===== config.mk =====
export PLATFORM = sky130hd
export DESIGN_NAME = two_channel_volt_autorange_core_flat
export DESIGN_NICKNAME = d
export VERILOG_FILES = /design/src/design/tcva_pkg.sv /design/src/design/tcva_stream_if.sv /design/src/design/two_channel_volt_autorange_core.sv /design/src/design/tcva_cfg_regs.sv /design/src/design/tcva_channel.sv /design/src/flat_wrapper.sv
export SDC_FILE = /design/constraint.sdc
export NUM_CORES = 1
export LEC_CHECK = 0
export BUFFER_PORTS_ARGS = -buffer_cell sky130_fd_sc_hd__buf_2
export CAP_MARGIN = 20
export CORE_ASPECT_RATIO = 0.9
export CORE_MARGIN = 2
export CORE_UTILIZATION = 40
export CTS_CLUSTER_SIZE = 12
export DETAILED_ROUTE_END_ITERATION = 10
export PLACE_DENSITY = 0.59
export SETUP_SLACK_MARGIN = 0.4
export SYNTH_ARGS = -nofsm -noshare
export SYNTH_HDL_FRONTEND = slang
export SYNTH_SLANG_ARGS = --single-unit
export TNS_END_PERCENT = 30

===== constraint.sdc =====
create_clock -name i_clk -period 9 [get_ports i_clk]
set_input_delay 1.35 -clock i_clk [delete_from_list [all_inputs] [get_ports i_clk]]
set_output_delay 1.35 -clock i_clk [all_outputs]
set_load 0.01 [all_outputs]

===== src/design/tcva_pkg.sv =====
// ----------------------------------------------------------------------------
// tcva_pkg
// Shared widths, register map, reset values and types of the autorange block.
// ----------------------------------------------------------------------------
`timescale 1ns / 1ps
`default_nettype none

package tcva_pkg;

    localparam int SAMPLE_W = 8;
    localparam int CODE_W   = 4;
    localparam int PADDR_W  = 5;
    localparam int PDATA_W  = 32;
    localparam int REG_IDX_W = 3;

    // Tracker values at the start of an acquisition.
    localparam logic [SAMPLE_W-1:0] TRACK_LOW_INIT  = 8'hFF;
    localparam logic [SAMPLE_W-1:0] TRACK_HIGH_INIT = 8'h00;

    // Register indexes, taken from paddr[4:2].
    typedef enum logic [REG_IDX_W-1:0] {
        REG_RANGING_ENABLE  = 3'd0,
        REG_CLIP_LOW        = 3'd1,
        REG_CLIP_HIGH       = 3'd2,
        REG_QUIET_LOW       = 3'd3,
        REG_QUIET_HIGH      = 3'd4,
        REG_LEAST_SENS_CODE = 3'd5,
        REG_MOST_SENS_CODE  = 3'd6,
        REG_OFF_CODE        = 3'd7
    } t_reg_idx;

    // Reset values of the configuration registers.
    localparam logic                RST_RANGING_ENABLE  = 1'b1;
    localparam logic [SAMPLE_W-1:0] RST_CLIP_LOW        = 8'd8;
    localparam logic [SAMPLE_W-1:0] RST_CLIP_HIGH       = 8'd247;
    localparam logic [SAMPLE_W-1:0] RST_QUIET_LOW       = 8'd64;
    localparam logic [SAMPLE_W-1:0] RST_QUIET_HIGH      = 8'd191;
    localparam logic [CODE_W-1:0]   RST_LEAST_SENS_CODE = 4'd0;
    localparam logic [CODE_W-1:0]   RST_MOST_SENS_CODE  = 4'd11;
    localparam logic [CODE_W-1:0]   RST_OFF_CODE        = 4'd15;

    typedef struct packed {
        logic                ranging_enable;
        logic [SAMPLE_W-1:0] clip_low;
        logic [SAMPLE_W-1:0] clip_high;
        logic [SAMPLE_W-1:0] quiet_low;
        logic [SAMPLE_W-1:0] quiet_high;
        logic [CODE_W-1:0]   least_sens_code;
        logic [CODE_W-1:0]   most_sens_code;
        logic [CODE_W-1:0]   off_code;
    } t_cfg;

    typedef struct packed {
        logic [SAMPLE_W-1:0] sample_a;
        logic [SAMPLE_W-1:0] sample_b;
        logic                last_sample;
        logic [CODE_W-1:0]   range_code_a;
        logic [CODE_W-1:0]   range_code_b;
    } t_in_item;

    typedef struct packed {
        logic [CODE_W-1:0] code;
        logic              changed;
    } t_chan_res;

endpackage

`default_nettype wire


===== src/design/tcva_stream_if.sv =====
// ----------------------------------------------------------------------------
// tcva_in_if / tcva_out_if
// Valid/ready channels carrying sample requests in and ranging results out.
// ----------------------------------------------------------------------------
`timescale 1ns / 1ps
`default_nettype none

interface tcva_in_if;
    logic                          valid;
    logic                          ready;
    logic [tcva_pkg::SAMPLE_W-1:0] sample_a;
    logic [tcva_pkg::SAMPLE_W-1:0] sample_b;
    logic                          last_sample;
    logic [tcva_pkg::CODE_W-1:0]   range_code_a;
    logic [tcva_pkg::CODE_W-1:0]   range_code_b;

    modport source (output valid, sample_a, sample_b, last_sample,
                    range_code_a, range_code_b, input ready);
    modport sink   (input valid, sample_a, sample_b, last_sample,
                    range_code_a, range_code_b, output ready);
endinterface

interface tcva_out_if;
    logic                        valid;
    logic                        ready;
    logic [tcva_pkg::CODE_W-1:0] new_code_a;
    logic [tcva_pkg::CODE_W-1:0] new_code_b;
    logic                        changed_a;
    logic                        changed_b;
    logic                        ranging_done;

    modport source (output valid, new_code_a, new_code_b, changed_a, changed_b,
                    ranging_done, input ready);
    modport sink   (input valid, new_code_a, new_code_b, changed_a, changed_b,
                    ranging_done, output ready);
endinterface

`default_nettype wire


===== src/design/two_channel_volt_autorange_core.sv =====
// Results: a last-marked request passes through the input register, then the result register.
// Throughput: one sample request per cycle; only compares sit between the input
// register and the result register, so the input side stalls only while a result
// waits in the result register and the next last-marked request needs it.
// Reset: synchronous, active low; empties both stages and sets both trackers and the registers to their start values.
// ----------------------------------------------------------------------------
// two_channel_volt_autorange_core
// Two-channel vertical autorange: tracks per-acquisition extremes and steps
// each channel's sensitivity code at most once per acquisition.
// ----------------------------------------------------------------------------
`timescale 1ns / 1ps
`default_nettype none

module two_channel_volt_autorange_core (
    input  wire logic                           i_clk,
    input  wire logic                           i_rst_n,
    tcva_in_if.sink                             i_in,
    tcva_out_if.source                          o_out,
    input  wire logic                           psel,
    input  wire logic                           penable,
    input  wire logic                           pwrite,
    input  wire logic [tcva_pkg::PADDR_W-1:0]   paddr,
    input  wire logic [tcva_pkg::PDATA_W-1:0]   pwdata,
    output logic      [tcva_pkg::PDATA_W-1:0]   prdata,
    output logic                                pready
);

    tcva_pkg::t_cfg        cfg;
    tcva_pkg::t_in_item    r_in;
    logic                  r_in_valid;
    logic                  advance;
    logic                  in_ready;
    logic                  accept_in;
    logic                  out_load;
    tcva_pkg::t_chan_res   res_a;
    tcva_pkg::t_chan_res   res_b;
    tcva_pkg::t_chan_res   r_res_a;
    tcva_pkg::t_chan_res   r_res_b;
    logic                  r_done;
    logic                  r_out_valid;

    tcva_cfg_regs u_cfg (
        .i_clk   (i_clk),
        .i_rst_n (i_rst_n),
        .psel    (psel),
        .penable (penable),
        .pwrite  (pwrite),
        .paddr   (paddr),
        .pwdata  (pwdata),
        .prdata  (prdata),
        .pready  (pready),
        .o_cfg   (cfg)
    );

    // Handshake: a held request moves on unless it needs the result slot and that
    // slot is full and stalled.
    assign advance   = r_in_valid && (!r_in.last_sample || !r_out_valid || o_out.ready);
    assign in_ready  = !r_in_valid || advance;
    assign accept_in = i_in.valid && in_ready;
    assign out_load  = advance && r_in.last_sample;
    assign i_in.ready = in_ready;

    // Input register.
    always_ff @(posedge i_clk) begin
        if (!i_rst_n) begin
            r_in_valid <= 1'b0;
        end else if (accept_in) begin
            r_in_valid <= 1'b1;
        end else if (advance) begin
            r_in_valid <= 1'b0;
        end
    end

    always_ff @(posedge i_clk) begin
        if (accept_in) begin
            r_in.sample_a     <= i_in.sample_a;
            r_in.sample_b     <= i_in.sample_b;
            r_in.last_sample  <= i_in.last_sample;
            r_in.range_code_a <= i_in.range_code_a;
            r_in.range_code_b <= i_in.range_code_b;
        end
    end

    // Per-channel trackers and decisions.
    tcva_channel u_chan_a (
        .i_clk    (i_clk),
        .i_rst_n  (i_rst_n),
        .i_fire   (advance),
        .i_last   (r_in.last_sample),
        .i_sample (r_in.sample_a),
        .i_code   (r_in.range_code_a),
        .i_cfg    (cfg),
        .o_res    (res_a)
    );

    tcva_channel u_chan_b (
        .i_clk    (i_clk),
        .i_rst_n  (i_rst_n),
        .i_fire   (advance),
        .i_last   (r_in.last_sample),
        .i_sample (r_in.sample_b),
        .i_code   (r_in.range_code_b),
        .i_cfg    (cfg),
        .o_res    (res_b)
    );

    // Result register.
    always_ff @(posedge i_clk) begin
        if (!i_rst_n) begin
            r_out_valid <= 1'b0;
        end else if (out_load) begin
            r_out_valid <= 1'b1;
        end else if (o_out.ready) begin
            r_out_valid <= 1'b0;
        end
    end

    always_ff @(posedge i_clk) begin
        if (out_load) begin
            r_res_a <= res_a;
            r_res_b <= res_b;
            r_done  <= cfg.ranging_enable;
        end
    end

    assign o_out.valid        = r_out_valid;
    assign o_out.new_code_a   = r_res_a.code;
    assign o_out.new_code_b   = r_res_b.code;
    assign o_out.changed_a    = r_res_a.changed;
    assign o_out.changed_b    = r_res_b.changed;
    assign o_out.ranging_done = r_done;

endmodule

`default_nettype wire


===== src/design/tcva_cfg_regs.sv =====
// ----------------------------------------------------------------------------
// tcva_cfg_regs
// APB-style register file holding the ranging thresholds and code limits.
// ----------------------------------------------------------------------------
`timescale 1ns / 1ps
`default_nettype none

module tcva_cfg_regs (
    input  wire logic                           i_clk,
    input  wire logic                           i_rst_n,
    input  wire logic                           psel,
    input  wire logic                           penable,
    input  wire logic                           pwrite,
    input  wire logic [tcva_pkg::PADDR_W-1:0]   paddr,
    input  wire logic [tcva_pkg::PDATA_W-1:0]   pwdata,
    output logic      [tcva_pkg::PDATA_W-1:0]   prdata,
    output logic                                pready,
    output tcva_pkg::t_cfg                      o_cfg
);

    tcva_pkg::t_cfg       r_cfg;
    tcva_pkg::t_reg_idx   reg_idx;
    logic                 wr_en;

    assign reg_idx = tcva_pkg::t_reg_idx'(paddr[tcva_pkg::PADDR_W-1:2]);
    assign wr_en   = psel && penable && pwrite;
    assign pready  = 1'b1;
    assign o_cfg   = r_cfg;

    // Register writes in the access phase.
    always_ff @(posedge i_clk) begin
        if (!i_rst_n) begin
            r_cfg.ranging_enable  <= tcva_pkg::RST_RANGING_ENABLE;
            r_cfg.clip_low        <= tcva_pkg::RST_CLIP_LOW;
            r_cfg.clip_high       <= tcva_pkg::RST_CLIP_HIGH;
            r_cfg.quiet_low       <= tcva_pkg::RST_QUIET_LOW;
            r_cfg.quiet_high      <= tcva_pkg::RST_QUIET_HIGH;
            r_cfg.least_sens_code <= tcva_pkg::RST_LEAST_SENS_CODE;
            r_cfg.most_sens_code  <= tcva_pkg::RST_MOST_SENS_CODE;
            r_cfg.off_code        <= tcva_pkg::RST_OFF_CODE;
        end else if (wr_en) begin
            case (reg_idx)
                tcva_pkg::REG_RANGING_ENABLE: begin
                    r_cfg.ranging_enable <= pwdata[0];
                end
                tcva_pkg::REG_CLIP_LOW: begin
                    r_cfg.clip_low <= pwdata[tcva_pkg::SAMPLE_W-1:0];
                end
                tcva_pkg::REG_CLIP_HIGH: begin
                    r_cfg.clip_high <= pwdata[tcva_pkg::SAMPLE_W-1:0];
                end
                tcva_pkg::REG_QUIET_LOW: begin
                    r_cfg.quiet_low <= pwdata[tcva_pkg::SAMPLE_W-1:0];
                end
                tcva_pkg::REG_QUIET_HIGH: begin
                    r_cfg.quiet_high <= pwdata[tcva_pkg::SAMPLE_W-1:0];
                end
                tcva_pkg::REG_LEAST_SENS_CODE: begin
                    r_cfg.least_sens_code <= pwdata[tcva_pkg::CODE_W-1:0];
                end
                tcva_pkg::REG_MOST_SENS_CODE: begin
                    r_cfg.most_sens_code <= pwdata[tcva_pkg::CODE_W-1:0];
                end
                tcva_pkg::REG_OFF_CODE: begin
                    r_cfg.off_code <= pwdata[tcva_pkg::CODE_W-1:0];
                end
                default: begin
                end
            endcase
        end
    end

    // Read mux, zero-extended to the data width.
    always_comb begin
        case (reg_idx)
            tcva_pkg::REG_RANGING_ENABLE:
                prdata = {{(tcva_pkg::PDATA_W-1){1'b0}}, r_cfg.ranging_enable};
            tcva_pkg::REG_CLIP_LOW:
                prdata = {{(tcva_pkg::PDATA_W-tcva_pkg::SAMPLE_W){1'b0}}, r_cfg.clip_low};
            tcva_pkg::REG_CLIP_HIGH:
                prdata = {{(tcva_pkg::PDATA_W-tcva_pkg::SAMPLE_W){1'b0}}, r_cfg.clip_high};
            tcva_pkg::REG_QUIET_LOW:
                prdata = {{(tcva_pkg::PDATA_W-tcva_pkg::SAMPLE_W){1'b0}}, r_cfg.quiet_low};
            tcva_pkg::REG_QUIET_HIGH:
                prdata = {{(tcva_pkg::PDATA_W-tcva_pkg::SAMPLE_W){1'b0}}, r_cfg.quiet_high};
            tcva_pkg::REG_LEAST_SENS_CODE:
                prdata = {{(tcva_pkg::PDATA_W-tcva_pkg::CODE_W){1'b0}},
                          r_cfg.least_sens_code};
            tcva_pkg::REG_MOST_SENS_CODE:
                prdata = {{(tcva_pkg::PDATA_W-tcva_pkg::CODE_W){1'b0}},
                          r_cfg.most_sens_code};
            tcva_pkg::REG_OFF_CODE:
                prdata = {{(tcva_pkg::PDATA_W-tcva_pkg::CODE_W){1'b0}}, r_cfg.off_code};
            default:
                prdata = '0;
        endcase
    end

endmodule

`default_nettype wire


===== src/design/tcva_channel.sv =====
// ----------------------------------------------------------------------------
// tcva_channel
// Per-channel minimum/maximum tracker and range-step decision.
// ----------------------------------------------------------------------------
`timescale 1ns / 1ps
`default_nettype none

module tcva_channel (
    input  wire logic                            i_clk,
    input  wire logic                            i_rst_n,
    input  wire logic                            i_fire,
    input  wire logic                            i_last,
    input  wire logic [tcva_pkg::SAMPLE_W-1:0]   i_sample,
    input  wire logic [tcva_pkg::CODE_W-1:0]     i_code,
    input  wire tcva_pkg::t_cfg                  i_cfg,
    output tcva_pkg::t_chan_res                  o_res
);

    logic [tcva_pkg::SAMPLE_W-1:0] r_low_seen;
    logic [tcva_pkg::SAMPLE_W-1:0] r_high_seen;
    logic [tcva_pkg::SAMPLE_W-1:0] n_low_seen;
    logic [tcva_pkg::SAMPLE_W-1:0] n_high_seen;
    logic                          clipped;
    logic                          quiet;

    // Fold the current sample into the running extremes.
    assign n_low_seen  = (i_sample < r_low_seen)  ? i_sample : r_low_seen;
    assign n_high_seen = (i_sample > r_high_seen) ? i_sample : r_high_seen;

    // The trackers restart after the last sample of an acquisition.
    always_ff @(posedge i_clk) begin
        if (!i_rst_n) begin
            r_low_seen  <= tcva_pkg::TRACK_LOW_INIT;
            r_high_seen <= tcva_pkg::TRACK_HIGH_INIT;
        end else if (i_fire) begin
            if (i_last) begin
                r_low_seen  <= tcva_pkg::TRACK_LOW_INIT;
                r_high_seen <= tcva_pkg::TRACK_HIGH_INIT;
            end else begin
                r_low_seen  <= n_low_seen;
                r_high_seen <= n_high_seen;
            end
        end
    end

    assign clipped = (n_low_seen < i_cfg.clip_low) || (n_high_seen > i_cfg.clip_high);
    assign quiet   = (n_low_seen > i_cfg.quiet_low) && (n_high_seen < i_cfg.quiet_high);

    // With ranging on and the code not the off code, step down on clipping, otherwise step up when quiet.
    // Codes wrap within four bits when the limits do not bound them.
    always_comb begin
        o_res.code    = i_code;
        o_res.changed = 1'b0;
        if (i_cfg.ranging_enable && (i_code != i_cfg.off_code)) begin
            if ((i_code != i_cfg.least_sens_code) && clipped) begin
                o_res.code    = i_code - 4'd1;
                o_res.changed = 1'b1;
            end else if ((i_code != i_cfg.most_sens_code) && quiet) begin
                o_res.code    = i_code + 4'd1;
                o_res.changed = 1'b1;
            end
        end
    end

endmodule

`default_nettype wire


===== src/flat_wrapper.sv =====
// flat-port wrapper written by rule: the top's interface ports become plain ports
module two_channel_volt_autorange_core_flat 
  (i_clk, i_rst_n, psel, penable, pwrite, paddr, pwdata, prdata, pready, i_in_valid, i_in_sample_a, i_in_sample_b, i_in_last_sample, i_in_range_code_a, i_in_range_code_b, i_in_ready, o_out_valid, o_out_new_code_a, o_out_new_code_b, o_out_changed_a, o_out_changed_b, o_out_ranging_done, o_out_ready);
  tcva_in_if i_in_i ();
  tcva_out_if o_out_i ();
  input  wire logic i_clk;
  input  wire logic i_rst_n;
  input  wire logic psel;
  input  wire logic penable;
  input  wire logic pwrite;
  input  wire logic [tcva_pkg::PADDR_W-1:0] paddr;
  input  wire logic [tcva_pkg::PDATA_W-1:0] pwdata;
  output logic      [tcva_pkg::PDATA_W-1:0] prdata;
  output logic pready;
  input wire logic [$bits(i_in_i.valid)-1:0] i_in_valid;
  input wire logic [$bits(i_in_i.sample_a)-1:0] i_in_sample_a;
  input wire logic [$bits(i_in_i.sample_b)-1:0] i_in_sample_b;
  input wire logic [$bits(i_in_i.last_sample)-1:0] i_in_last_sample;
  input wire logic [$bits(i_in_i.range_code_a)-1:0] i_in_range_code_a;
  input wire logic [$bits(i_in_i.range_code_b)-1:0] i_in_range_code_b;
  output wire logic [$bits(i_in_i.ready)-1:0] i_in_ready;
  output wire logic [$bits(o_out_i.valid)-1:0] o_out_valid;
  output wire logic [$bits(o_out_i.new_code_a)-1:0] o_out_new_code_a;
  output wire logic [$bits(o_out_i.new_code_b)-1:0] o_out_new_code_b;
  output wire logic [$bits(o_out_i.changed_a)-1:0] o_out_changed_a;
  output wire logic [$bits(o_out_i.changed_b)-1:0] o_out_changed_b;
  output wire logic [$bits(o_out_i.ranging_done)-1:0] o_out_ranging_done;
  input wire logic [$bits(o_out_i.ready)-1:0] o_out_ready;
  assign i_in_i.valid = i_in_valid;
  assign i_in_i.sample_a = i_in_sample_a;
  assign i_in_i.sample_b = i_in_sample_b;
  assign i_in_i.last_sample = i_in_last_sample;
  assign i_in_i.range_code_a = i_in_range_code_a;
  assign i_in_i.range_code_b = i_in_range_code_b;
  assign i_in_ready = i_in_i.ready;
  assign o_out_valid = o_out_i.valid;
  assign o_out_new_code_a = o_out_i.new_code_a;
  assign o_out_new_code_b = o_out_i.new_code_b;
  assign o_out_changed_a = o_out_i.changed_a;
  assign o_out_changed_b = o_out_i.changed_b;
  assign o_out_ranging_done = o_out_i.ranging_done;
  assign o_out_i.ready = o_out_ready;
  two_channel_volt_autorange_core u_core (.i_clk(i_clk), .i_rst_n(i_rst_n), .i_in(i_in_i), .o_out(o_out_i), .psel(psel), .penable(penable), .pwrite(pwrite), .paddr(paddr), .pwdata(pwdata), .prdata(prdata), .pready(pready));
endmodule

# == Word level (Yosys, flattened, before mapping) ==
# Index checks and enable logic that the tools add are counted.
# totals
regBits,115
in_bits,69
out_inout_bits,46
wordCells,104
# op_classes
eq_ne,13
mux,19
n_reduce_logical,32
magnitude_cmp,12
addsub,4
# op_table
cell,n
$pmux W32 S8,1
$mux W8,8
$gt A8 B8 Y1,6
$lt A8 B8 Y1,6
$mux W5,6
$ne A4 B4 Y1,6
$reduce_and A2 Y1,8
$logic_and A1 B1 Y1,13
$eq A3 B3 Y1 const B,4
$add A4 B1 Y4 const B,2
$sub A4 B1 Y4 const B,2
$eq A3 B2 Y1 const B,2
$logic_or A1 B1 Y1,5
$mux W1,4
$reduce_bool A2 Y1,2
$eq A3 B1 Y1 const B,1
$logic_not A1 Y1,3
$logic_not A3 Y1,1

# == Logic depth before layout (Yosys ltp) ==
# Gate-level depths: netlist of the first run.
# logic_depth
depth_word,8
mapped_depth,17
depth_no_buf,15

# == Modules after synthesis ==
# A second synthesis of the first run with hierarchy kept.
# unflattened
cells_unflattened,907
area_unflattened_um2,8080.2
# by_module_without_submodules
module,cells_per_inst,area_each_um2,instances,seq_area_each_um2
tcva_cfg_regs,272,2437.3,1,900.9
tcva_channel (u_core.u_chan_a),295,2229.6,1,320.3
tcva_channel (u_core.u_chan_b),292,2214.6,1,320.3
two_channel_volt_autorange_core,48,1198.6,1,1121.1

# == Least setup slack after synthesis of the first run ==
# Ideal clock, no wire load.
# synth_timing
kind,flip-flop to flip-flop
start,register u_core.r_in[10] (netlist name)
end,"register u_core.r_res_b (netlist bit u_core.o_out.new_code_b[1]), data pin"
t_arrival_ns,3.917
slack_ns,4.818
stages_incl_launch_ff,15
cell_sequence,edfxtp_1 -> ha_1 -> a2111o_1 -> and3b_4 -> nor2_2 -> mux2_2 -> ha_1 -> a21o_1 -> a21o_1 -> a2111oi_1 -> o311ai_2 -> and3_1 -> buf_2 -> and3_1 -> or3_1
# synth_rtl
item,line_no,rtl
"start, declared",two_channel_volt_autorange_core.sv:29,tcva_pkg::t_in_item r_in;
"end signal, assigned",two_channel_volt_autorange_core.sv:121,r_res_b <= res_b;
"end, declared",two_channel_volt_autorange_core.sv:38,tcva_pkg::t_chan_res r_res_b;

==> results of run 1 <==
==> where the power goes <==
group	internal, uW	switching, uW	leakage [uW]
Combinational	106	155	0.00250
Sequential	558	17.9	0.000985
Clock	347	254	0.000245
Total	1010	428	0.00373
==> registers in the layout, summed over array words and instances (netlist names), 4 cells and up <==
register	cells
u_core.r_in	25
u_core.u_chan_b.r_low_seen	8
u_core.u_chan_a.r_low_seen	8
u_core.u_cfg.o_cfg	45
u_core.u_chan_a.r_high_seen	8
u_core.o_out.new_code_b	4
u_core.u_chan_b.r_high_seen	8
u_core.o_out.new_code_a	4
==> critical path: stages (launching register included) <==
cell and delay [ns]:
edfxtp_1 0.48, ha_1 0.33, a211oi_1 0.22, o21ai_0 0.17
a21oi_1 0.75, o21ai_0 0.36, ha_1 0.38, a211oi_1 0.23
nor2_1 0.07, or3_1 0.37, a2111oi_0 0.38, a211oi_1 0.09
buf_4 0.19, or4_1 0.46, o211ai_1 0.11
==> per-stage QoR <==
step | hold slack, ns | util | std cells | total power (uW)
2_1_floorplan | 0.4563 | - | 891 | 776.0
3_3_place_gp | 0.4727 | 0.4343 | 1151 | 840.7
3_5_place_dp | 0.4798 | 0.4343 | 1151 | 844.6
4_1_cts | 0.4883 | 0.4613 | 1183 | 1452
5_1_grt | 0.5368 | 0.4627 | 1184 | 1515
6_report | 0.4865 | 0.4627 | 1184 | 1439
==> area by class of cell <==
cell class / instances / area (um^2) / share of cell area
multi-input cells: 639 / 4737 / 0.5310
flip-flops and latches: 115 / 2663 / 0.2985
clock buffers: 18 / 429.2 / 0.04811
repair buffers: 72 / 402.9 / 0.04516
well taps: 250 / 312.8 / 0.03506
inverters: 76 / 285.3 / 0.03198
clock inverters: 14 / 91.34 / 0.01024
==> synthesized netlist by cell type, types with 18 or more instances <==
library cell	n	area, um^2
a21oi_1	32	160.2
a22oi_1	18	135.1
buf_4	29	217.7
clkbuf_1	26	97.59
dfxtp_1	79	1582
edfxtp_1	36	1081
ha_1	94	1176
inv_1	76	285.3
mux2_2	21	236.5
mux2i_1	33	330.3
nand2_1	83	311.6
nand3_1	18	90.09
nand4_1	18	112.6
nor2_1	30	112.6
nor2b_1	47	294.0
o211ai_1	41	307.8
o21ai_0	30	150.1
xor2_1	24	210.2
==> final timing paths <==
path	start	end	slack [ns]	depth (start not counted)
min	u_core.u_cfg.o_cfg[18]	u_core.u_cfg.o_cfg[18]	0.49	2
min reg2reg	u_core.u_cfg.o_cfg[18]	u_core.u_cfg.o_cfg[18]	0.49	2
max	u_core.r_in[19]	u_core.o_out.new_code_a[3]	4.20	14
max reg2reg	u_core.r_in[19]	u_core.o_out.new_code_a[3]	4.20	14
==> per-layer routing <==
| layer | global-route usage | up-vias | share of wire |
|---|---|---|---|
| met1 | 0.2760 | 2979 | 0.48 |
| met5 | 0 | - | 0 |
| li1 | - | 3205 | - |
| met4 | 0.04881 | 0 | 0.010 |
| met3 | 0.04341 | 22 | 0.051 |
| met2 | 0.3366 | 145 | 0.46 |
==> logic make-up (layout without fill, tap and decap cells) <==
group	Yosys count	count (layout)
multiplexers	56	56
AND/OR/NAND/NOR	248	248
XOR/XNOR	26	26
other	2	25
flip-flops	115	115
buffers and inverters	137	180
adder cells (fa/ha/maj)	94	94
AO/OA/AOI/OAI	190	190
==> impl_metrics.toml, run 1 <==
[die]
rows = 48
die_w_um = 152.3
die_height_um = 137.5
dieArea_um2 = 20950
pin_count = 115
initial_core_util = 0.4109
core-area_um2 = 19280

[logic_synthesis]
ys_warn_count = 0
synthFlopType = "dfxtp_1"
synthMuxAreaShare = 0.07724
synthAdderAreaFrac = 0.1485
syn_inst = 868
ys_seq_area_frac = 0.3361
ys_ff_latch = 115
synth-simple-area-share = 0.1600
syn_avg_cell_area_um2 = 9.126
synth_compound_area_frac = 0.1689
synth_top_family_by_area = "compound AO/OA/AOI/OAI gates"
syn-cell-area_um2 = 7921
ys_types = 67
ys_async_sr_fraction = 0
synth_xor_area_frac = 0.02875
synth-edff-count = 36

[clock_network]
cts_inserted_buffers = 17
htreeDepth = 4
clockRootBuffer = "clkbuf_16"
insertion_delay_ns = 0.43
cts.repair.resized = 0
clock_sinks = 115
cts_buffer_depth = 2
cts_tree = "built"
cts_setup_buffers = 0
cts_hold_buf = 0
clk_pin_slew_ns = 0.06

[layout]
syn2layout_area_growth_pct = 12.62
nNetsFinal = 1084
mostFrequentLayoutCell = "ha_1"
layout-drive-gt1-share = 0.1467
stdcell_area_um2 = 8921
antenna-diode-count = 0
mostFrequentLayoutCells = "94 x ha_1, 83 x nand2_1, 79 x dfxtp_1"
nFillCells = 1903

[sta]
setup_violations = 0
fin_crit_ns = 4.802
fin_skew_ns = 0.007187
tightest_slew_ns = 1.108
hold_violations = 0
fmax_mhz = 208.2
slew_headroom = 0.2588
fin_crit_sh = 0.5336
setup_ws_ns = 4.198
drv_slew = 0
rsz0062_at_grt = "false"
setup-tns-final_ns = 0

[route]
drtIter0Drc = 389
vias_per_cell = 5.364
first_pass_iters = 7
detail-route-antenna-nets = 0
routed_wl_um = 20870
drcViolationCount = 0
vias = 6351
routedWlPerCell_um = 17.62

[power]
irDropWorstVdd_uv = 101.1
power_density_nw_per_um2 = 161.3
leakage_uw = 0.003726

[global_routing]
grtUsageTotal = 0.2042
antenna_found_initial = 0
grt-ovfl-total = 0
grt_pass1_wl_um = 32980
first_global_vias = 5992
grt_max_degree = 64

[flow_run]
cap_violations = 0

[setup_path]
cp_max_fo = 14
startpoint_type = "flop"
critPathRequiredTime_ns = 9.25
worst-setup-path-type = "flop to flop"
critPathArrivalTime_ns = 5.05
end_kind = "flop"

[place]
gp_congestion = 0.8842
io_buffers = 63
place_area_um2 = 8373
dpl_worst_slack_ns = 4.243
dpl.hpwl_um = 15660

[outcome]
status = "finished, final reports clean"

[min_path]
hp-class = "flop to flop"
Power figures use the tool's default switching activity.
==> inputs of run 2 (changes only) <==
Clock period 9 ns to 4.5 ns, I/O delays scaled along.
==> run 2 against run 1 <==
  * Register-to-register slack worse by 3.9 ns
  * Routed wire length rose by 5.8%
  * Global-route usage increased by 1.1 points
  * Hold slack lost 0.069 ns
  * Setup slack lost 3.9 ns
  * Sequential share of layout area down 2.7 points
  * Critical path depth is 1 higher
  * Clock-buffer cell count increased by 1
  * Largest power group unchanged
  * Highest routed layer unchanged
==> impl_metrics.toml, run 2 (synthesis gave the netlist of run 1 again) <==
[die]
dieArea_um2 = 20950
pin_count = 115
die_w_um = 152.3
core-area_um2 = 19280
initial_core_util = 0.4109
die_height_um = 137.5
rows = 48

[global_routing]
grt_pass1_wl_um = 34780
antenna_found_initial = 0
grt_max_degree = 65
first_global_vias = 6411
grt-ovfl-total = 0
grtUsageTotal = 0.2149

[route]
detail-route-antenna-nets = 0
drtIter0Drc = 407
routedWlPerCell_um = 17.98
vias_per_cell = 5.468
vias = 6715
first_pass_iters = 5
routed_wl_um = 22080
drcViolationCount = 0

[setup_path]
crit_start = "u_core.r_in[10]"
worst-setup-path-type = "flop to flop"
critPathRequiredTime_ns = 4.67
startpoint_type = "flop"
critPathArrivalTime_ns = 4.34
rrSetupSlack_ns = 0.33
reg2reg_from = "u_core.r_in[10]"
cp_max_fo = 5
end_kind = "flop"

[power]
p_seq_frac = 0.354
combPwrFrac = 0.202
irDropWorstVdd_uv = 268.2
p_clk_frac = 0.444
p_sw_uw = 923.7
power_density_nw_per_um2 = 332.1
switching_share = 0.2840
leakage_uw = 0.004117
power.internal_uw = 2329

[clock_network]
htreeDepth = 4
clock_sinks = 115
cts_hold_buf = 0
cts_inserted_buffers = 17
cts_tree = "built"
clk_pin_slew_ns = 0.06
insertion_delay_ns = 0.43
cts_buffer_depth = 2
clockRootBuffer = "clkbuf_16"

[place]
io_buffers = 63
gp_congestion = 0.8568
dpl.hpwl_um = 15730

[layout]
mostFrequentLayoutCells = "83 x nand2_1, 80 x ha_1, 79 x dfxtp_1"
layout-drive-gt1-share = 0.2249
mostFrequentLayoutCell = "nand2_1"
nFillCells = 1801
largest_reg_flops = 45
nNetsFinal = 1128
syn2layout_area_growth_pct = 23.66
antenna-diode-count = 0

[sta]
rsz0062_at_grt = "true"
holdWs_ns = 0.4171
hold_violations = 0
setup_violations = 0
drv_slew = 0
setup-tns-final_ns = 0
fin_crit_sh = 0.9271
fmax_mhz = 239.7
fin_skew_ns = 0.009889
fin_crit_ns = 4.172
slew_headroom = 0.2563
tightest_slew_ns = 1.111

[min_path]
hp-class = "input port to flop"
hp-start = "i_in_sample_b[4]"

[flow_run]
cap_violations = 0

[outcome]
status = "finished, final reports clean"
run 2: final timing paths:
check,cells after the start,endpoint
worst max-delay path,15,u_core.o_out.new_code_b[1]
worst min-delay path,1,u_core.r_in[13]
worst max register to register,15,u_core.o_out.new_code_b[1]
worst min register to register,2,u_core.u_cfg.o_cfg[18]
run 2: metrics by stage:
stage | utilization | std cells | setup WS [ns] | total power [uW] | instance area, um^2
final | 0.5081 | 1228 | 0.3281 | 3253 | 9796
after global routing | 0.5081 | 1228 | 0.2176 | 3404 | 9796
after CTS | 0.4921 | 1208 | 0.3703 | 3213 | 9487
after detailed placement | 0.4379 | 1159 | 0.1208 | 1702 | 8442
after global placement | 0.4373 | 1158 | 0.1566 | 1695 | 8431
after floorplan | - | 891 | 0.4019 | 1553 | 8013
run 2: layer usage:
metal,wire [um],track usage,vias up
li1,-,-,3283
met1,10490,0.2890,3231
met2,10230,0.3536,179
met3,1077,0.04341,22
met4,284,0.05971,0
met5,0,0,-
run 2: what timing repair did:
action | in CTS | in global routing
setup buffers | 17 | 19
setup endpoints to repair | 10 | 9
pin swaps | 22 | 25
resized for setup | 47 | 25
run 2: area by class of cell:
class                   instances  area [um^2]  area share
multi-input cells             639         5157      0.5265
repair buffers                116        752.0     0.07677
flip-flops and latches        115         2663      0.2718
inverters                      76        285.3     0.02912
clock buffers                  19        454.2     0.04637
well taps                     250        312.8     0.03193
clock inverters                13        171.4     0.01750
run 2: power by group through the flow:
stage	Clock, uW	Sequential [uW]	Combinational (uW)
detailed placement	0	1170	530
global route	1520	1160	730
floorplan	0	1160	397
CTS	1460	1150	601
finish	1440	1150	657
global placement	0	1170	523
run 2: critical path, stage by stage, from the launching register on:
cell      delay (ns)
edfxtp_1        0.43
buf_4           0.17
ha_4            0.21
nor2b_1         0.13
o211ai_1        0.28
a21oi_2         0.13
o21bai_4        0.21
buf_6           0.16
mux2_2          0.40
ha_1            0.21
or4_4           0.54
a211oi_4        0.26
o211ai_4        0.14
buf_4           0.17
and3_4          0.16
or3_1           0.30
==> inputs of run 3 (changes only) <==
Clock period 4.5 ns to 4.4 ns, I/O delays scaled along.
==> run 3 against run 2 <==
  * Global-route usage rose by 0.19 points
  * Setup slack better by 0.025 ns
  * Utilization up 0.92 points
  * Largest power group unchanged
==> impl_metrics.toml, run 3 (synthesis gave the netlist of run 1 again) <==
[outcome]
status = "finished, final reports clean"

[clock_network]
clock_sinks = 115
cts_tree = "built"
htreeDepth = 4
cts_buffer_depth = 2
clockRootBuffer = "clkbuf_16"
insertion_delay_ns = 0.43
cts_inserted_buffers = 17
clk_pin_slew_ns = 0.06
cts_hold_buf = 0

[layout]
nFillCells = 1774
regArea_um2 = 2664
finish.utilization = 0.5173
multi_input_area_um2 = 5289
layout-drive-gt1-share = 0.2530
mostFrequentLayoutCells = "80 x nand2_1, 78 x dfxtp_1, 76 x inv_1"
mostFrequentLayoutCell = "nand2_1"
antenna-diode-count = 0
largest_reg_flops = 45
syn2layout_area_growth_pct = 25.90
nNetsFinal = 1142

[setup_path]
cp_cell_sequence = "ha_4 -> nor2b_1 -> o211ai_1 -> buf_4 -> a21oi_4 -> o31ai_4 -> buf_6 -> mux2_4 -> ha_4 -> a211oi_4 -> o2bb2ai_2 -> or4_4 -> or2_4 -> nor4bb_2 -> o211ai_1"
critPathArrivalTime_ns = 4.21
startpoint_type = "flop"
crit_start = "u_core.r_in[18]"
cpMaxStageDelayCell = "or4_4"
cp_max_fo = 4
critPathMaxStageDelay_ns = 0.56
worst-setup-path-type = "flop to flop"
critPathRequiredTime_ns = 4.56
end_kind = "flop"
reg2reg_from = "u_core.r_in[18]"

[route]
vias = 6628
first_pass_iters = 5
wl_met2_um = 10250
wl_met3_um = 1152
drtIter0Drc = 374
drcViolationCount = 0
top_layer = "met4"
vias_per_cell = 5.337
routedWlPerCell_um = 18.14
routed_wl_um = 22530
detail-route-antenna-nets = 0
met1Wirelength_um = 10860

[global_routing]
first_global_vias = 6234
grt_max_degree = 39
grt-ovfl-total = 0
antenna_found_initial = 0
grt_pass1_wl_um = 34770
grtUsageTotal = 0.2168

[power]
p_seq_frac = 0.373
switching_share = 0.3008
power_density_nw_per_um2 = 316.2
p_clk_frac = 0.399
irDropWorstVdd_uv = 234.5
p_sw_uw = 948.6
leakage_uw = 0.004160
power.internal_uw = 2205
combPwrFrac = 0.227

[die]
pin_count = 115
die_height_um = 137.5
dieArea_um2 = 20950
initial_core_util = 0.4109
die_w_um = 152.3
rows = 48
core-area_um2 = 19280

[place]
dpl_worst_slack_ns = 0.1127
dpl.hpwl_um = 16180
gp_congestion = 0.8748
io_buffers = 63

[sta]
fin_skew_ns = 0.008555
fmax_mhz = 247.1
hold_violations = 0
tightest_slew_ns = 1.179
fin_crit_ns = 4.047
slew_headroom = 0.2112
setup_violations = 0
drv_slew = 0
setup-tns-final_ns = 0
setup_ws_ns = 0.3534
fin_crit_sh = 0.9197
rsz0062_at_grt = "true"

[min_path]
hp-start = "i_in_range_code_b[0]"
hp-class = "input port to flop"

[flow_run]
cap_violations = 0
-- run 3: cell types whose count changed in the layout (fill, tap and decap cells not counted), moves of 4 or more --
| cell | previous run | this run |
|---|---|---|
| buf_4 | 47 | 58 |
| o21ai_2 | 0 | 6 |
| clkinvlp_4 | 0 | 5 |
| ha_1 | 80 | 75 |
| o21ai_0 | 25 | 20 |
| clkinv_4 | 5 | 1 |
| ha_4 | 14 | 18 |
| mux2_2 | 7 | 3 |
| mux2_4 | 14 | 18 |
-- run 3: layer usage --
metal | up-vias | track usage
li1 | 3308 | -
met1 | 3149 | 0.2994
met2 | 147 | 0.3431
met3 | 24 | 0.04876
met4 | 0 | 0.05971
met5 | - | 0
-- run 3: power groups by stage --
stage	registers, uW	logic, uW	clock network (uW)
global placement	1200	552	0
floorplan	1180	408	0
CTS	1180	634	1270
global route	1180	791	1330
detailed placement	1200	559	0
finish	1180	717	1260
-- run 3: worst paths after layout --
check        cells after the start                          to  slack (ns)
min reg2reg                      2      u_core.u_cfg.o_cfg[18]        0.50
max reg2reg                     15  u_core.o_out.new_code_a[3]        0.35
max                             15  u_core.o_out.new_code_a[3]        0.35
min                              1              u_core.r_in[0]        0.40
-- run 3: final cells by class --
| cell class | count | area share |
|---|---|---|
| clock inverters | 13 | 0.008656 |
| multi-input cells | 639 | 0.5303 |
| repair buffers | 130 | 0.08957 |
| inverters | 76 | 0.02860 |
| well taps | 250 | 0.03136 |
| clock buffers | 19 | 0.04441 |
| flip-flops and latches | 115 | 0.2671 |
-- run 3: repair_timing --
action,in CTS,in global routing
gates cloned,0,0
pin swaps,23,36
buffers inserted,13,18
endpoints found under the setup margin,10,10
hold endpoints to repair,0,0
resized for setup,56,47
-- run 3: worst max-delay path: cells and delay by family (launching register included) --
kind / cells / cell delay [ns]
compound gates: 6 / 0.94
fa+ha+maj: 2 / 0.49
mux: 1 / 0.33
simple gates: 4 / 1.23
buf+inv: 2 / 0.32
flops: 1 / 0.46
-- run 3: stage by stage --
stage	cells	hold WS (ns)	total power, uW	instance area (um^2)
2_1_floorplan	891	0.4563	1590	8026
3_3_place_gp	1177	0.4712	1749	8587
3_5_place_dp	1177	0.4838	1757	8587
4_1_cts	1222	0.3906	3084	9527
5_1_grt	1242	0.3843	3302	9973
6_report	1242	0.3969	3154	9973
